[config.mk]
export PLATFORM = sky130hd
export DESIGN_NAME = pft_back
export DESIGN_NICKNAME = d
export VERILOG_FILES = /design/src/hw/rtl/pft_pkg.sv /design/src/hw/rtl/pft_back.sv
export SDC_FILE = /design/constraint.sdc
export NUM_CORES = 1
export LEC_CHECK = 0
export ABC_AREA = 1
export BUFFER_PORTS_ARGS = -buffer_cell sky130_fd_sc_hd__buf_2
export CORE_MARGIN = 4
export CORE_UTILIZATION = 50
export DETAILED_ROUTE_END_ITERATION = 8
export GPL_TIMING_DRIVEN = 0
export PLACE_DENSITY = 0.84
export SLEW_MARGIN = 40
export SYNTH_ARGS = -nofsm -noshare
export SYNTH_HDL_FRONTEND = slang
export SYNTH_SLANG_ARGS = --single-unit
[constraint.sdc]
create_clock -name i_clk -period 9.7 [get_ports i_clk]
set_clock_uncertainty 0.15 [all_clocks]
set_input_delay 1.94 -clock i_clk [delete_from_list [all_inputs] [get_ports i_clk]]
set_output_delay 1.94 -clock i_clk [all_outputs]
set_load 0.01 [all_outputs]
[src/hw/rtl/pft_pkg.sv]
// ============================================================================
// pft_pkg: shared types, constants and tables for the pose frame transform
// Word formats, pipeline payloads and the CORDIC arctangent table.
// ============================================================================
`default_nettype none

package pft_pkg;

    // Design constants
    localparam int CORDIC_STEPS = 16;   // range 8..32
    localparam int ANGLE_BITS   = 16;   // range 12..24

    // Steps actually built (capped at the table depth)
    localparam int STEPS  = (CORDIC_STEPS > 32) ? 32 : CORDIC_STEPS;
    localparam int STEP_W = 5;          // indexes the 32-entry table

    localparam int POS_W  = 32;         // Q16.16 position
    localparam int HD_W   = 16;         // binary angle
    localparam int DIFF_W = POS_W + 1;  // exact difference
    localparam int GAIN_W = 32;
    localparam int PROD_W = DIFF_W + GAIN_W;
    localparam int DW     = 52;         // datapath: Q16.32 plus headroom
    localparam int ZW     = ANGLE_BITS + 1;
    localparam int OW     = DW - 16;    // after the final rounding shift

    // 1/K CORDIC gain compensation, Q0.31
    localparam logic signed [GAIN_W-1:0] GAIN_Q31 = 32'sh4DBA76D4;

    localparam logic signed [OW-1:0] POS_MAX = OW'(64'sd2147483647);
    localparam logic signed [OW-1:0] POS_MIN = OW'(-64'sd2147483648);
    localparam logic signed [DW-1:0] ROUND_HALF = DW'(64'sd32768);

    // atan(2^-i) as a fraction of a turn, 32-bit
    localparam logic [31:0] ATAN_TURN32 [32] = '{
        32'h20000000, 32'h12E4051E, 32'h09FB385B, 32'h051111D4,
        32'h028B0D43, 32'h0145D7E1, 32'h00A2F61E, 32'h00517C55,
        32'h0028BE53, 32'h00145F2F, 32'h000A2F98, 32'h000517CC,
        32'h00028BE6, 32'h000145F3, 32'h0000A2FA, 32'h0000517D,
        32'h000028BE, 32'h0000145F, 32'h00000A30, 32'h00000518,
        32'h0000028C, 32'h00000146, 32'h000000A3, 32'h00000051,
        32'h00000029, 32'h00000014, 32'h0000000A, 32'h00000005,
        32'h00000003, 32'h00000001, 32'h00000001, 32'h00000000
    };

    // Arctangent rounded half up to ANGLE_BITS
    function automatic logic [ANGLE_BITS-1:0] atan_ba(input logic [STEP_W-1:0] idx);
        logic [32:0] sum;
        sum = {1'b0, ATAN_TURN32[idx]} + (33'd1 << (31 - ANGLE_BITS));
        return sum[31 -: ANGLE_BITS];
    endfunction

    typedef struct packed {
        logic signed [POS_W-1:0] frame_x;
        logic signed [POS_W-1:0] frame_y;
        logic signed [HD_W-1:0]  frame_heading;
        logic signed [POS_W-1:0] point_x;
        logic signed [POS_W-1:0] point_y;
        logic signed [HD_W-1:0]  point_heading;
    } t_pose_in;

    typedef struct packed {
        logic signed [POS_W-1:0] local_x;
        logic signed [POS_W-1:0] local_y;
        logic signed [HD_W-1:0]  local_heading;
        logic                    saturated;
    } t_pose_out;

    // Rotation pipeline payload
    typedef struct packed {
        logic signed [DW-1:0]   x;
        logic signed [DW-1:0]   y;
        logic signed [ZW-1:0]   z;
        logic signed [HD_W-1:0] hd;
    } t_rot;

endpackage

`default_nettype wire

[src/hw/rtl/pft_back.sv]
// ============================================================================
// pft_back: round to Q16.16 and saturate
// Output register stage of the transform.
// ============================================================================
`default_nettype none

module pft_back (
    input  wire logic               i_clk,
    input  wire logic               i_rst_n,
    input  wire logic               i_valid,
    input  wire pft_pkg::t_rot      i_rot,
    output logic                    o_ready,
    output logic                    o_valid,
    output pft_pkg::t_pose_out      o_data,
    input  wire logic               i_ready
);
    import pft_pkg::*;

    logic                 r_valid;
    t_pose_out            r_data;
    logic signed [DW-1:0] rx, ry;
    logic signed [OW-1:0] qx, qy;
    logic                 hix, lox, hiy, loy;

    assign o_ready = !r_valid || i_ready;

    // floor((v + 2^15) / 2^16)
    assign rx = i_rot.x + ROUND_HALF;
    assign ry = i_rot.y + ROUND_HALF;
    assign qx = rx[DW-1:16];
    assign qy = ry[DW-1:16];

    assign hix = qx > POS_MAX;
    assign lox = qx < POS_MIN;
    assign hiy = qy > POS_MAX;
    assign loy = qy < POS_MIN;

    always_ff @(posedge i_clk) begin
        if (!i_rst_n) begin
            r_valid <= 1'b0;
        end else if (o_ready) begin
            r_valid <= i_valid;
        end
    end

    always_ff @(posedge i_clk) begin
        if (o_ready && i_valid) begin
            r_data.local_x       <= hix ? POS_MAX[POS_W-1:0] :
                                    lox ? POS_MIN[POS_W-1:0] : qx[POS_W-1:0];
            r_data.local_y       <= hiy ? POS_MAX[POS_W-1:0] :
                                    loy ? POS_MIN[POS_W-1:0] : qy[POS_W-1:0];
            r_data.local_heading <= i_rot.hd;
            r_data.saturated     <= hix || lox || hiy || loy;
        end
    end

    assign o_valid = r_valid;
    assign o_data  = r_data;

endmodule

`default_nettype wire

### Word-level counts from Yosys, hierarchy flattened

Index checks and enable logic that the tools add are counted.

| cells by class | value |
|---|---|
| reduce and logical (&&, ||, !) cells | 6 |
| magnitude comparators | 4 |
| mux-type cells | 2 |
| add/sub/neg operators | 2 |

Operator list:

| operator | count |
|---|---|
| 52-bit by 17-bit adder with 52-bit output (second input constant) | 2 |
| 36-bit by 32-bit > comparator with 1-bit output (second input constant) | 2 |
| 36-bit by 32-bit < comparator with 1-bit output (second input constant) | 2 |
| 32-bit 2-to-1 mux | 2 |
| 1-bit logical OR | 4 |
| 1-bit logical AND | 1 |
| 1-bit logical NOT | 1 |

| storage, ports and cells | value |
|---|---|
| word-level logic and storage cells | 19 |
| input port bits | 141 |
| register bits after elaboration | 82 |
| output and inout port bits | 83 |

### Depth between registers and ports, before layout

| logic depth | value |
|---|---|
| depth after elaboration | 5 |
| gate-level depth with buffers | 15 |
| mapped depth without buffers | 15 |

### Worst setup path after synthesis

Ideal clock, no wire load.

| timing path | value |
|---|---|
| path type | input-to-reg |
| from | input i_valid |
| to | register r_data (netlist bit o_data[0]), enable pin |
| library setup time | 0.547 ns |
| setup slack | 3.106 ns |
| data required time | 9.003 ns |
| stages | 2 |
| buffers on the path | 0 |
| arrival time | 5.897 ns |
| path through | inv_1 > a21oi_1 |

| on the way | value |
|---|---|
| word-level cells in the longest chain between the ends | 1 |

RTL lines:

| element | line | source |
|---|---|---|
| start: declaration | pft_back.sv:10 | `input wire logic i_valid,` |
| 1-bit logical AND | pft_back.sv:47 | `if (o_ready && i_valid) begin` |
| end: declaration | pft_back.sv:20 | `t_pose_out r_data;` |

No other way between the ends.
A chain may end at the register's enable or synchronous reset.

### Worst setup path in the final report

| timing path | value |
|---|---|
| from | input i_ready |
| to | output o_ready |

| on the way | value |
|---|---|
| word-level cells in the longest chain between the ends | 1 |

RTL lines:

| element | line | source |
|---|---|---|
| start: declaration | pft_back.sv:15 | `input wire logic i_ready` |
| 1-bit logical OR | pft_back.sv:25 | `assign o_ready = !r_valid \|\| i_ready;` |
| end: declaration | pft_back.sv:12 | `output logic o_ready,` |

No other way between the ends.

==> results.md <==
* Status: complete, no violations
* Switch share at 27.7%
* Synthesis-stage register bit count at 82
* Final Wtd Congestion at 0.949
* Via count at between 4000 and 5000
* Slew margin rel. at 63.1%
* Post-CTS setup buffers at 0
* Bufs and invs on worst path at 3
* DP HPWL at 10600 um
* Metal-1 WL at 5170 um
* Die height at 107 um
* ANT cells at 0
* Commonest non-fill, non-tap cell in the layout: buf_2
* Most frequent cells in the layout: buf_2 (183), nand2_1 (154), nor2_1 (82)
* Peak Freq at 226 MHz
* Fraction of layout cells with a size suffix above 1 at 32.3%
* CTS Sinks at between 80 and 90
* Clock power share at about a third
* Via density at 5.13
* Floorplan Core Area at 9420 um^2
* Sequential power share at between 50% and 60%
* Leakage power at 2.53 nW
* IO Count at 224
* Total track usage at between 20% and 30%
* Num rows at 35
* CTS tree: yes
* Crit-path most repeated cell: buf_2
* Critical-path top delay cell: buf_2
* Syn Nets at roughly 710
* DP Area at ~6000 um^2
* Hold Buf Count CTS at 0
* CP top delay family: buffers and inverters
* Crit start category: primary input
* WL met2 at 6340 um
* Pre-CTS setup slack at 5270 ps
* DRT Wirelength at 12800 um
* RSZ-0062 raised after global routing: false
* Syn Area/Cell at 8.76 um^2
* Max Used Layer: met4
* Cell Area, Synth at 4920 um^2
* Worst Hold Class: reg2reg
* Worst Path Arrival at 2340 ps
* Drt wl/cell at 14.4 um
* Post-route ant nets at 0
* Detailed Routing Iterations Pass 1 at 4
* VDD IR max at a little under 0.06 mV
* Distinct cells, synth at 32
* Final setup viols at 0
* Initial DRC count at 192
* Sequential fraction of the synthesis area at 49.8%
* PortBufs at 176
* Setup WS post-layout at 5270 ps
* Placed insts at 871
* Num CTS Buffers at 9
* Max-slew violation count at 0
* CP max FO at 2
* Net count, final at 896
* Combinational share of power at 17.2%
* Vias in the first global route at roughly 4500
* Clock slew at reported path FFs at 90 ps
* Layout area overhead at 26.7%
* Final core occ at 66.3%
* Total number of H-tree levels at 3
* Largest net degree at the start of global routing at 21
* DRC violations left at 0
* Fin. Hold Viols at 0
* Fin crit period at about 4400 ps
* Internal Power at 597 uW
* First-pass GRT wire length at ~20000 um
* Largest stage delay, worst path at between 100 and 150 ps
* Syn Inst Count at 562
* Worst-path cell chain: buf_2, inv_1, nand2_1, buf_2
* Worst setup path class: in2out
* Post-route cell area at ~6200 um^2
* Initial core utilization at a little over half
* Max-Cap Viols at 0
* Chip width at 107 um
* Switching power of the nets at 229 uW
* CP Data Required Time at roughly 7600 ps
* CTS-repair resized insts at 0
* Fin Setup TNS at 0 ps
* PwrDens at 132 nW/um^2
* Die footprint at 11500 um^2
* YS warnings at 0
* DR WL met3 at 863 um
* Worst Setup End Kind: primary output
* Root buf cell: clkbuf_8
* Antenna violations before repair at 0
* Grt ovf at 0
* Worst-Margin Slew at 552 ps
* Period utilization at 45.7%
* CTS Buffer Depth at 2
* Fin cells at roughly 900
* Worst skew pair latency at 350 ps
[path summary, 6_finish.rpt]
path | cells after the start | to | slack (ps) | from
hold reg to reg | 2 | o_valid$_SDFFE_PN0N_ | 400 | o_valid$_SDFFE_PN0N_
setup reg to reg | 3 | o_data[76]$_SDFFCE_PN1P_ | 7940 | o_valid$_SDFFE_PN0N_
setup / recovery | 4 | o_ready | 5270 | i_ready
hold / removal | 2 | o_valid$_SDFFE_PN0N_ | 400 | o_valid$_SDFFE_PN0N_
[cell usage after synthesis (all sizes together)]
cell type,count,share of area [%]
inv,33,2.5
xor2,32,5.7
nor3b,1,0.15
nor3,12,1.2
a21oi,2,0.20
nor4,1,0.13
nand3,27,2.8
xnor2,28,5.0
dfxtp,1,0.41
clkbuf,1,0.10
o21ai,61,7.0
edfxtp,81,49
nand3b,2,0.30
buf,11,1.5
a21boi,1,0.15
and2,1,0.13
ha,2,0.51
nand2,161,13
nor2,97,8.9
nand4,7,0.89
[tightest hold or removal path, cell delays in order (launching register included)]
cell and delay (ps):
dfxtp_1 360, nand2_1 90, a21boi_0 70
[power by group through the flow]
stage	Sequential, mW	Combinational [mW]	Clock [mW]
6_report	0.423	0.142	0.261
5_1_grt	0.425	0.156	0.285
4_1_cts	0.423	0.142	0.268
3_5_place_dp	0.431	0.142	0
3_3_place_gp	0.434	0.136	0
2_1_floorplan	0.447	0.0586	0
[state kept, by name, summed over array words and instances, names as in the netlist]
signal,cells
o_valid,1
o_data,81
[per-layer routing]
layer | vias to the layer above | global-route usage (%)
li1 | 2255 | -
met1 | 2076 | 28.0
met2 | 182 | 38.9
met3 | 40 | 3.25
met4 | 0 | 9.13
met5 | - | 0
[final cells by class]
class	instances	area [um^2]
buffer	12	81.3
clock buffer	9	124
clock inverter	7	81.3
fill	786	3180
inverter	33	124
multi-input combinational	435	2280
sequential	82	2450
tap	129	161
timing repair buffer	180	937
[cells by family after synthesis]
| logic type | after synthesis | share of synthesized area (%) |
|---|---|---|
| AO/OA/AOI/OAI | 64 | 7.32 |
| flip-flops | 82 | 49.8 |
| buffers and inverters | 45 | 4.17 |
| XOR/XNOR | 60 | 10.7 |
| AND/OR/NAND/NOR | 309 | 27.5 |
| adder cells (fa/ha/maj) | 2 | 0.508 |
[per-stage QoR]
step	total power, mW	hold slack [ps]
after global placement	0.570	343
final	0.826	402
after detailed placement	0.574	388
after global routing	0.867	463
after floorplan	0.506	445
after CTS	0.834	403
(Power assumes the default switching activity.)
