==> src/hw/rtl/pft_pkg.sv <==
// ============================================================================
// pft_pkg: shared types, constants and tables for the pose frame transform
// Word formats, pipeline payloads and the CORDIC arctangent table.
// ============================================================================
`default_nettype none

package pft_pkg;

    // Design constants
    localparam int CORDIC_STEPS = 16;   // range 8..32
    localparam int ANGLE_BITS   = 16;   // range 12..24

    // Steps actually built (capped at the table depth)
    localparam int STEPS  = (CORDIC_STEPS > 32) ? 32 : CORDIC_STEPS;
    localparam int STEP_W = 5;          // indexes the 32-entry table

    localparam int POS_W  = 32;         // Q16.16 position
    localparam int HD_W   = 16;         // binary angle
    localparam int DIFF_W = POS_W + 1;  // exact difference
    localparam int GAIN_W = 32;
    localparam int PROD_W = DIFF_W + GAIN_W;
    localparam int DW     = 52;         // datapath: Q16.32 plus headroom
    localparam int ZW     = ANGLE_BITS + 1;
    localparam int OW     = DW - 16;    // after the final rounding shift

    // 1/K CORDIC gain compensation, Q0.31
    localparam logic signed [GAIN_W-1:0] GAIN_Q31 = 32'sh4DBA76D4;

    localparam logic signed [OW-1:0] POS_MAX = OW'(64'sd2147483647);
    localparam logic signed [OW-1:0] POS_MIN = OW'(-64'sd2147483648);
    localparam logic signed [DW-1:0] ROUND_HALF = DW'(64'sd32768);

    // atan(2^-i) as a fraction of a turn, 32-bit
    localparam logic [31:0] ATAN_TURN32 [32] = '{
        32'h20000000, 32'h12E4051E, 32'h09FB385B, 32'h051111D4,
        32'h028B0D43, 32'h0145D7E1, 32'h00A2F61E, 32'h00517C55,
        32'h0028BE53, 32'h00145F2F, 32'h000A2F98, 32'h000517CC,
        32'h00028BE6, 32'h000145F3, 32'h0000A2FA, 32'h0000517D,
        32'h000028BE, 32'h0000145F, 32'h00000A30, 32'h00000518,
        32'h0000028C, 32'h00000146, 32'h000000A3, 32'h00000051,
        32'h00000029, 32'h00000014, 32'h0000000A, 32'h00000005,
        32'h00000003, 32'h00000001, 32'h00000001, 32'h00000000
    };

    // Arctangent rounded half up to ANGLE_BITS
    function automatic logic [ANGLE_BITS-1:0] atan_ba(input logic [STEP_W-1:0] idx);
        logic [32:0] sum;
        sum = {1'b0, ATAN_TURN32[idx]} + (33'd1 << (31 - ANGLE_BITS));
        return sum[31 -: ANGLE_BITS];
    endfunction

    typedef struct packed {
        logic signed [POS_W-1:0] frame_x;
        logic signed [POS_W-1:0] frame_y;
        logic signed [HD_W-1:0]  frame_heading;
        logic signed [POS_W-1:0] point_x;
        logic signed [POS_W-1:0] point_y;
        logic signed [HD_W-1:0]  point_heading;
    } t_pose_in;

    typedef struct packed {
        logic signed [POS_W-1:0] local_x;
        logic signed [POS_W-1:0] local_y;
        logic signed [HD_W-1:0]  local_heading;
        logic                    saturated;
    } t_pose_out;

    // Rotation pipeline payload
    typedef struct packed {
        logic signed [DW-1:0]   x;
        logic signed [DW-1:0]   y;
        logic signed [ZW-1:0]   z;
        logic signed [HD_W-1:0] hd;
    } t_rot;

endpackage

`default_nettype wire

==> src/hw/rtl/pft_front.sv <==
// ============================================================================
// pft_front: difference, gain multiply and quadrant fold
// Three register stages ahead of the CORDIC micro-rotations.
// ============================================================================
`default_nettype none

module pft_front (
    input  wire logic              i_clk,
    input  wire logic              i_rst_n,
    input  wire logic              i_valid,
    input  wire pft_pkg::t_pose_in i_pose,
    output logic                   o_ready,
    output logic                   o_valid,
    output pft_pkg::t_rot          o_rot,
    input  wire logic              i_ready
);
    import pft_pkg::*;

    // stage 1: differences and angle
    logic                         r_v1;
    logic signed [DIFF_W-1:0]     r_dx, r_dy;
    logic [ANGLE_BITS-1:0]        r_z1;
    logic signed [HD_W-1:0]       r_hd1;
    // stage 2: gain product, folded angle
    logic                         r_v2;
    logic signed [PROD_W-1:0]     r_px, r_py;
    logic [ANGLE_BITS-1:0]        r_z2;
    logic                         r_neg;
    logic signed [HD_W-1:0]       r_hd2;
    // stage 3: datapath vector
    logic                         r_v3;
    t_rot                         r_rot;

    logic                         rdy1, rdy2, rdy3;
    logic [HD_W-1:0]              theta;
    logic [HD_W+23:0]             theta_wide;
    logic                         fold;
    logic signed [PROD_W-1:0]     sx, sy;
    logic signed [DW-1:0]         tx, ty;

    assign rdy3    = !r_v3 || i_ready;
    assign rdy2    = !r_v2 || rdy3;
    assign rdy1    = !r_v1 || rdy2;
    assign o_ready = rdy1;

    // -frame_heading, aligned to ANGLE_BITS (left shift or floor right shift)
    assign theta      = HD_W'(-i_pose.frame_heading);
    assign theta_wide = {theta, 24'd0};

    // beyond a quarter turn: top two bits differ
    assign fold = r_z1[ANGLE_BITS-1] ^ r_z1[ANGLE_BITS-2];

    assign sx = r_px >>> 15;
    assign sy = r_py >>> 15;
    assign tx = sx[DW-1:0];
    assign ty = sy[DW-1:0];

    always_ff @(posedge i_clk) begin
        if (!i_rst_n) begin
            r_v1 <= 1'b0;
            r_v2 <= 1'b0;
            r_v3 <= 1'b0;
        end else begin
            if (rdy1) r_v1 <= i_valid;
            if (rdy2) r_v2 <= r_v1;
            if (rdy3) r_v3 <= r_v2;
        end
    end

    always_ff @(posedge i_clk) begin
        if (rdy1 && i_valid) begin
            r_dx  <= DIFF_W'(i_pose.point_x) - DIFF_W'(i_pose.frame_x);
            r_dy  <= DIFF_W'(i_pose.point_y) - DIFF_W'(i_pose.frame_y);
            r_z1  <= theta_wide[HD_W+23 -: ANGLE_BITS];
            r_hd1 <= i_pose.point_heading - i_pose.frame_heading;
        end
        if (rdy2 && r_v1) begin
            r_px  <= r_dx * GAIN_Q31;
            r_py  <= r_dy * GAIN_Q31;
            r_neg <= fold;
            r_z2  <= fold ? {~r_z1[ANGLE_BITS-1], r_z1[ANGLE_BITS-2:0]} : r_z1;
            r_hd2 <= r_hd1;
        end
        if (rdy3 && r_v2) begin
            r_rot.x  <= r_neg ? -tx : tx;
            r_rot.y  <= r_neg ? -ty : ty;
            r_rot.z  <= ZW'(signed'(r_z2));
            r_rot.hd <= r_hd2;
        end
    end

    assign o_valid = r_v3;
    assign o_rot   = r_rot;

    // folded angle lies within a quarter turn
    a_fold_range: assert property (@(posedge i_clk) disable iff (!i_rst_n)
        r_v3 |-> (r_rot.z[ANGLE_BITS-1] == r_rot.z[ANGLE_BITS-2]))
        else $error("folded angle outside a quarter turn");

endmodule

`default_nettype wire

==> config.mk <==
export PLATFORM = sky130hd
export DESIGN_NAME = pft_front
export DESIGN_NICKNAME = d
export VERILOG_FILES = /design/src/hw/rtl/pft_pkg.sv /design/src/hw/rtl/pft_front.sv
export SDC_FILE = /design/constraint.sdc
export NUM_CORES = 2
export LEC_CHECK = 0
export BUFFER_PORTS_ARGS = -buffer_cell sky130_fd_sc_hd__buf_2
export CORE_AREA = 2 2 361 292
export DETAILED_ROUTE_END_ITERATION = 6
export DIE_AREA = 0 0 363 294
export GPL_TIMING_DRIVEN = 0
export HOLD_SLACK_MARGIN = 0.06
export PLACE_DENSITY = 0.77
export SLEW_MARGIN = 20
export SYNTH_ARGS = -nofsm -noshare
export SYNTH_HDL_FRONTEND = slang
export SYNTH_SLANG_ARGS = --single-unit
==> constraint.sdc <==
create_clock -name i_clk -period 16.3 [get_ports i_clk]
set_input_delay 4.89 -clock i_clk [delete_from_list [all_inputs] [get_ports i_clk]]
set_output_delay 4.89 -clock i_clk [all_outputs]
set_load 0.05 [all_outputs]
## Word-level counts from Yosys, hierarchy flattened

Cells that the tools add are included.

| storage, ports and cells | value |
|---|---|
| register bits after elaboration | 396 |
| input bits | 164 |
| output and inout port bits | 139 |
| word-level logic and storage cells | 38 |

| operators by class | value |
|---|---|
| $add $sub $neg | 6 |
| $mul | 2 |
| multiplexer cells | 3 |
| bitwise operators | 2 |
| reductions and logical operators | 9 |

Operators with widths:

| kind | count |
|---|---|
| 33-bit by 30-bit multiplier with 63-bit output, second input constant | 2 |
| 52-bit 2-to-1 mux | 2 |
| 50-bit negator with 52-bit output | 2 |
| 32-bit by 32-bit subtractor with 33-bit output | 2 |
| 16-bit 2-to-1 mux | 1 |
| 16-bit negator | 1 |
| 16-bit subtractor | 1 |
| 1-bit logical AND | 3 |
| 1-bit logical NOT | 3 |
| 1-bit logical OR | 3 |
| 1-bit NOT | 1 |
| 1-bit bitwise XOR | 1 |

## Logic depth before layout (Yosys ltp)

| depth | value |
|---|---|
| word-level depth | 5 |
| mapped depth | 30 |
| mapped depth without buffers | 29 |

## Worst setup path after synthesis

OpenSTA, ideal clock, no wires.

| timing path | value |
|---|---|
| kind | input -> register |
| from | input i_ready |
| to | register r_hd2[0], enable pin |
| library setup time | 0.829 ns |
| data arrival time | 14.590 ns |
| required time | 15.471 ns |
| setup slack | 0.882 ns |
| cell stages on the path | 2 |
| path buffers | 0 |
| cell sequence | nor2b_1 a21boi_0 |

| between the ends | value |
|---|---|
| word-level cells in the longest chain between the ends | 3 |

RTL lines:

| what | RTL line | RTL |
|---|---|---|
| start, declared | pft_front.sv:15 | `input wire logic i_ready` |
| 1-bit logical OR | pft_front.sv:41 | `assign rdy3 = !r_v3 \|\| i_ready;` |
| 1-bit logical OR | pft_front.sv:42 | `assign rdy2 = !r_v2 \|\| rdy3;` |
| 1-bit logical AND | pft_front.sv:77 | `if (rdy2 && r_v1) begin` |
| end signal, assigned | pft_front.sv:82 | `r_hd2 <= r_hd1;` |
| end, declared | pft_front.sv:29 | `logic signed [HD_W-1:0] r_hd2;` |

No other way between the ends.
A chain may end at the register's enable or synchronous reset.

## Worst setup path in the final report

| timing path | value |
|---|---|
| from | input i_ready |
| to | output o_ready |

| between the ends | value |
|---|---|
| word-level cells in the longest chain between the ends | 3 |

RTL lines:

| what | RTL line | RTL |
|---|---|---|
| 1-bit logical OR | pft_front.sv:41 |  |
| 1-bit logical OR | pft_front.sv:42 |  |
| 1-bit logical OR | pft_front.sv:43 | `assign rdy1 = !r_v1 \|\| rdy2;` |
| end, declared | pft_front.sv:12 | `output logic o_ready,` |

No other way between the ends.

==> results.toml <==
[critical_path]
crit_arrival_ps = 5980
reg2reg_from = "r_dy[12]"
cpMaxStageDelayCell = "nor2b_1"
worst_setup_path_start_kind = "input pin"
crit_start = "i_ready"
cp_max_fo = 6
cp_cell_sequence = "buf_2 > nor2b_1 > nand3_1 > buf_2"
path_class = "in -> out"
cp-end-kind = "output pin"
cp_common_cell = "buf_2"
cp_slowest_stage_delay_ps = 580
worstPathRequired_ps = 11410

[logic_synthesis]
synth-xor-area-share_pct = 7.081
ys_seq_area_share_pct = 19.69
synth-compound-area-share_pct = 8.442
yosys-mux-area-fraction_pct = 0.03557
avgSynthCellArea_um2 = 10.62
yosys-top-cells-area = "fa_1, edfxtp_1, ha_1"
synth-simple-area-share_pct = 4.769
synth_top_family_by_area = "adder cells"
synth_seq_cells = 370
synth.top_cell.area_share_pct = 31.45
synthFlopType = "edfxtp_1"
yosys.area.top_type = "fa_1"
synth_area_um2 = 56280
syn-instance-count = 5298
yosysWarnings = 0
synth-adder-area-share_pct = 50.35
synth_edf_count = 367
syn_nets = 7196
async_reset_ff_share_pct = 0
ys_types = 73

[timing]
drv_slew = 0
whs_ps = 416.0
min_period_ps = 10870
worst_pin_slew_ps = 1076
clock_skew_ps = 40.39
setup_viol = 0
hold_viol = 0
rsz0062_at_grt = "no"
period_share_pct = 66.67
clock.fmax_mhz = 92.03
slew_headroom_pct = 28.26

[placed_design]
gp_congestion = 1.020
dp_cells = 6973
port-buffer-count = 302
dp_hpwl_mm = 139.7

[detailed_routing]
drc = 0
avgRoutedWirePerCell_um = 22.53
routed_wirelength_mm = 158.8
viasPerCell = 5.501
num_vias = 38780
dr.pass1.iters = 5
drt_iter0_drc = 3487
drtAntennaViolNets = 0

[cts]
root_buffer = "clkbuf_16"
clock_latency_ps = 630
post_cts_resize_count = 0
numCtsBuffers = 42
clockBufferDepth = 3
clock-sinks = 370
post-cts-setup-buffers = 0
cts_hold_buf = 0
cts_tree = "built"
clkSlewWorstSetupHoldPaths_ps = 60
cts_max_level = 2

[global_routing]
grt_usage_pct = 30.21
grt_pass1_wl_mm = 239.0
grt_pass1_vias = 39040
grt_max_degree = 30
antenna_found_initial = 4
grt_overflow = 0

[worst_hold_path]
worstHoldStart = "r_z2[8]"
hold_class = "reg -> reg"

[floorplanning]
die-area_um2 = 106700
core_area_um2 = 103300
fp.dieH_um = 294
die_x_um = 363
pin_count = 303
initial_utilization_pct = 54.47
row_count = 106

[final_layout]
fin_cells = 7050
fillers = 8590
nets = 7565
drive_above_1_share_pct = 7.528
area_growth_pct = 9.111

[flow_run]
max_cap_violations = 0

[run_status]
status = "finished clean"
routing by layer:
metal  share of wire, %  global-route usage [%]  up-vias
met5              0.054                       0        -
met4                1.7                   4.939        6
met3                 12                   9.244      146
met2                 40                   42.05     1717
met1                 47                   46.63    19190
li1                   -                       -    17720
area by class of cell:
type                    instances  area [um2]  share of cell area (%)
multi-input cells            3485       39810                   64.83
clock buffers                  45        1062                   1.730
diodes                          1       2.502                0.004075
repair buffers                325        2048                   3.336
plain buffers                  57       221.5                  0.3607
inverters                    1386        5204                   8.475
well taps                    1350        1689                   2.751
clock inverters                31       289.0                  0.4707
flip-flops and latches        370       11080                   18.05
flip-flops by register name, summed over array words and instances, names as in the netlist, 16 cells and up:
| name | flops |
|---|---|
| r_hd1 | 16 |
| r_hd2 | 16 |
| r_py | 50 |
| r_px | 50 |
| o_rot | 136 |
| r_z2 | 16 |
| r_z1 | 16 |
| r_dx | 33 |
| r_dy | 33 |
cell usage in the layout, fill, tap and decap left out, drive strengths merged, types with 117 or more instances in the layout:
cell,count
inv,1389
fa,884
ha,850
edfxtp,367
buf,331
xnor2,275
a21oi,256
xor2,180
nand2,168
o21ai,142
nor2,123
a21o,117
cells in the mapped netlist, types with 4 or more instances:
cell / number
o21a_1: 27
a22o_1: 4
a311oi_1: 4
a21boi_0: 13
a41o_1: 4
nor3_1: 25
a211oi_1: 9
nand2b_1: 29
o21ai_2: 6
o21bai_1: 46
xor2_1: 180
o41ai_1: 14
nor2b_1: 28
edfxtp_1: 367
and2_1: 11
o211ai_1: 11
a31oi_1: 15
and3_1: 20
o21ai_0: 133
or4_1: 14
and4_1: 4
inv_1: 1385
a41oi_1: 7
nand4_1: 33
fa_1: 884
a21oi_1: 256
nand3_1: 39
or4_4: 4
nor2_1: 123
nor4_1: 9
buf_1: 4
nand2_1: 168
clkbuf_1: 50
a2111oi_0: 4
a221oi_1: 5
or2_2: 10
a21o_1: 117
ha_1: 850
or3_1: 23
o31ai_1: 29
o22ai_1: 4
xnor2_1: 275
o2111ai_1: 4
path summary, 6_finish.rpt:
check	end	slack, ps	cells past startpoint
max	o_ready	5430	4
min	o_rot[24]	420	0
max reg2reg	r_py[64]	6260	27
min reg2reg	o_rot[24]	420	0
worst max-delay path: cells and delay by family:
| family | cells | cell delay, ps |
|---|---|---|
| buf+inv | 2 | 340 |
| simple gates | 2 | 740 |
cell families (layout without fill, tap and decap cells):
kind of cell / Yosys count / count (layout)
AOI/OAI and AO/OA: 746 / 746
xor gates and xnor gates: 455 / 455
adders and majority gates: 1734 / 1734
buffers and inverters: 1443 / 1844
DFF: 370 / 370
muxes: 2 / 2
other: 0 / 1
and+or+nand+nor: 548 / 548
stage by stage:
stage	setup TNS (ps)	area (um2)	utilization, %	setup slack (ps)
finish	0	61400	59.43	5433
CTS	0	61400	59.43	5425
global placement	-441250	59480	57.57	-3339
detailed placement	0	60050	58.12	5444
global route	0	61400	59.43	5367
floorplan	0	56280	-	881.6
Power is not shown: default switching activity piles up to over one toggle a cycle in this logic, so the estimate is an artifact.
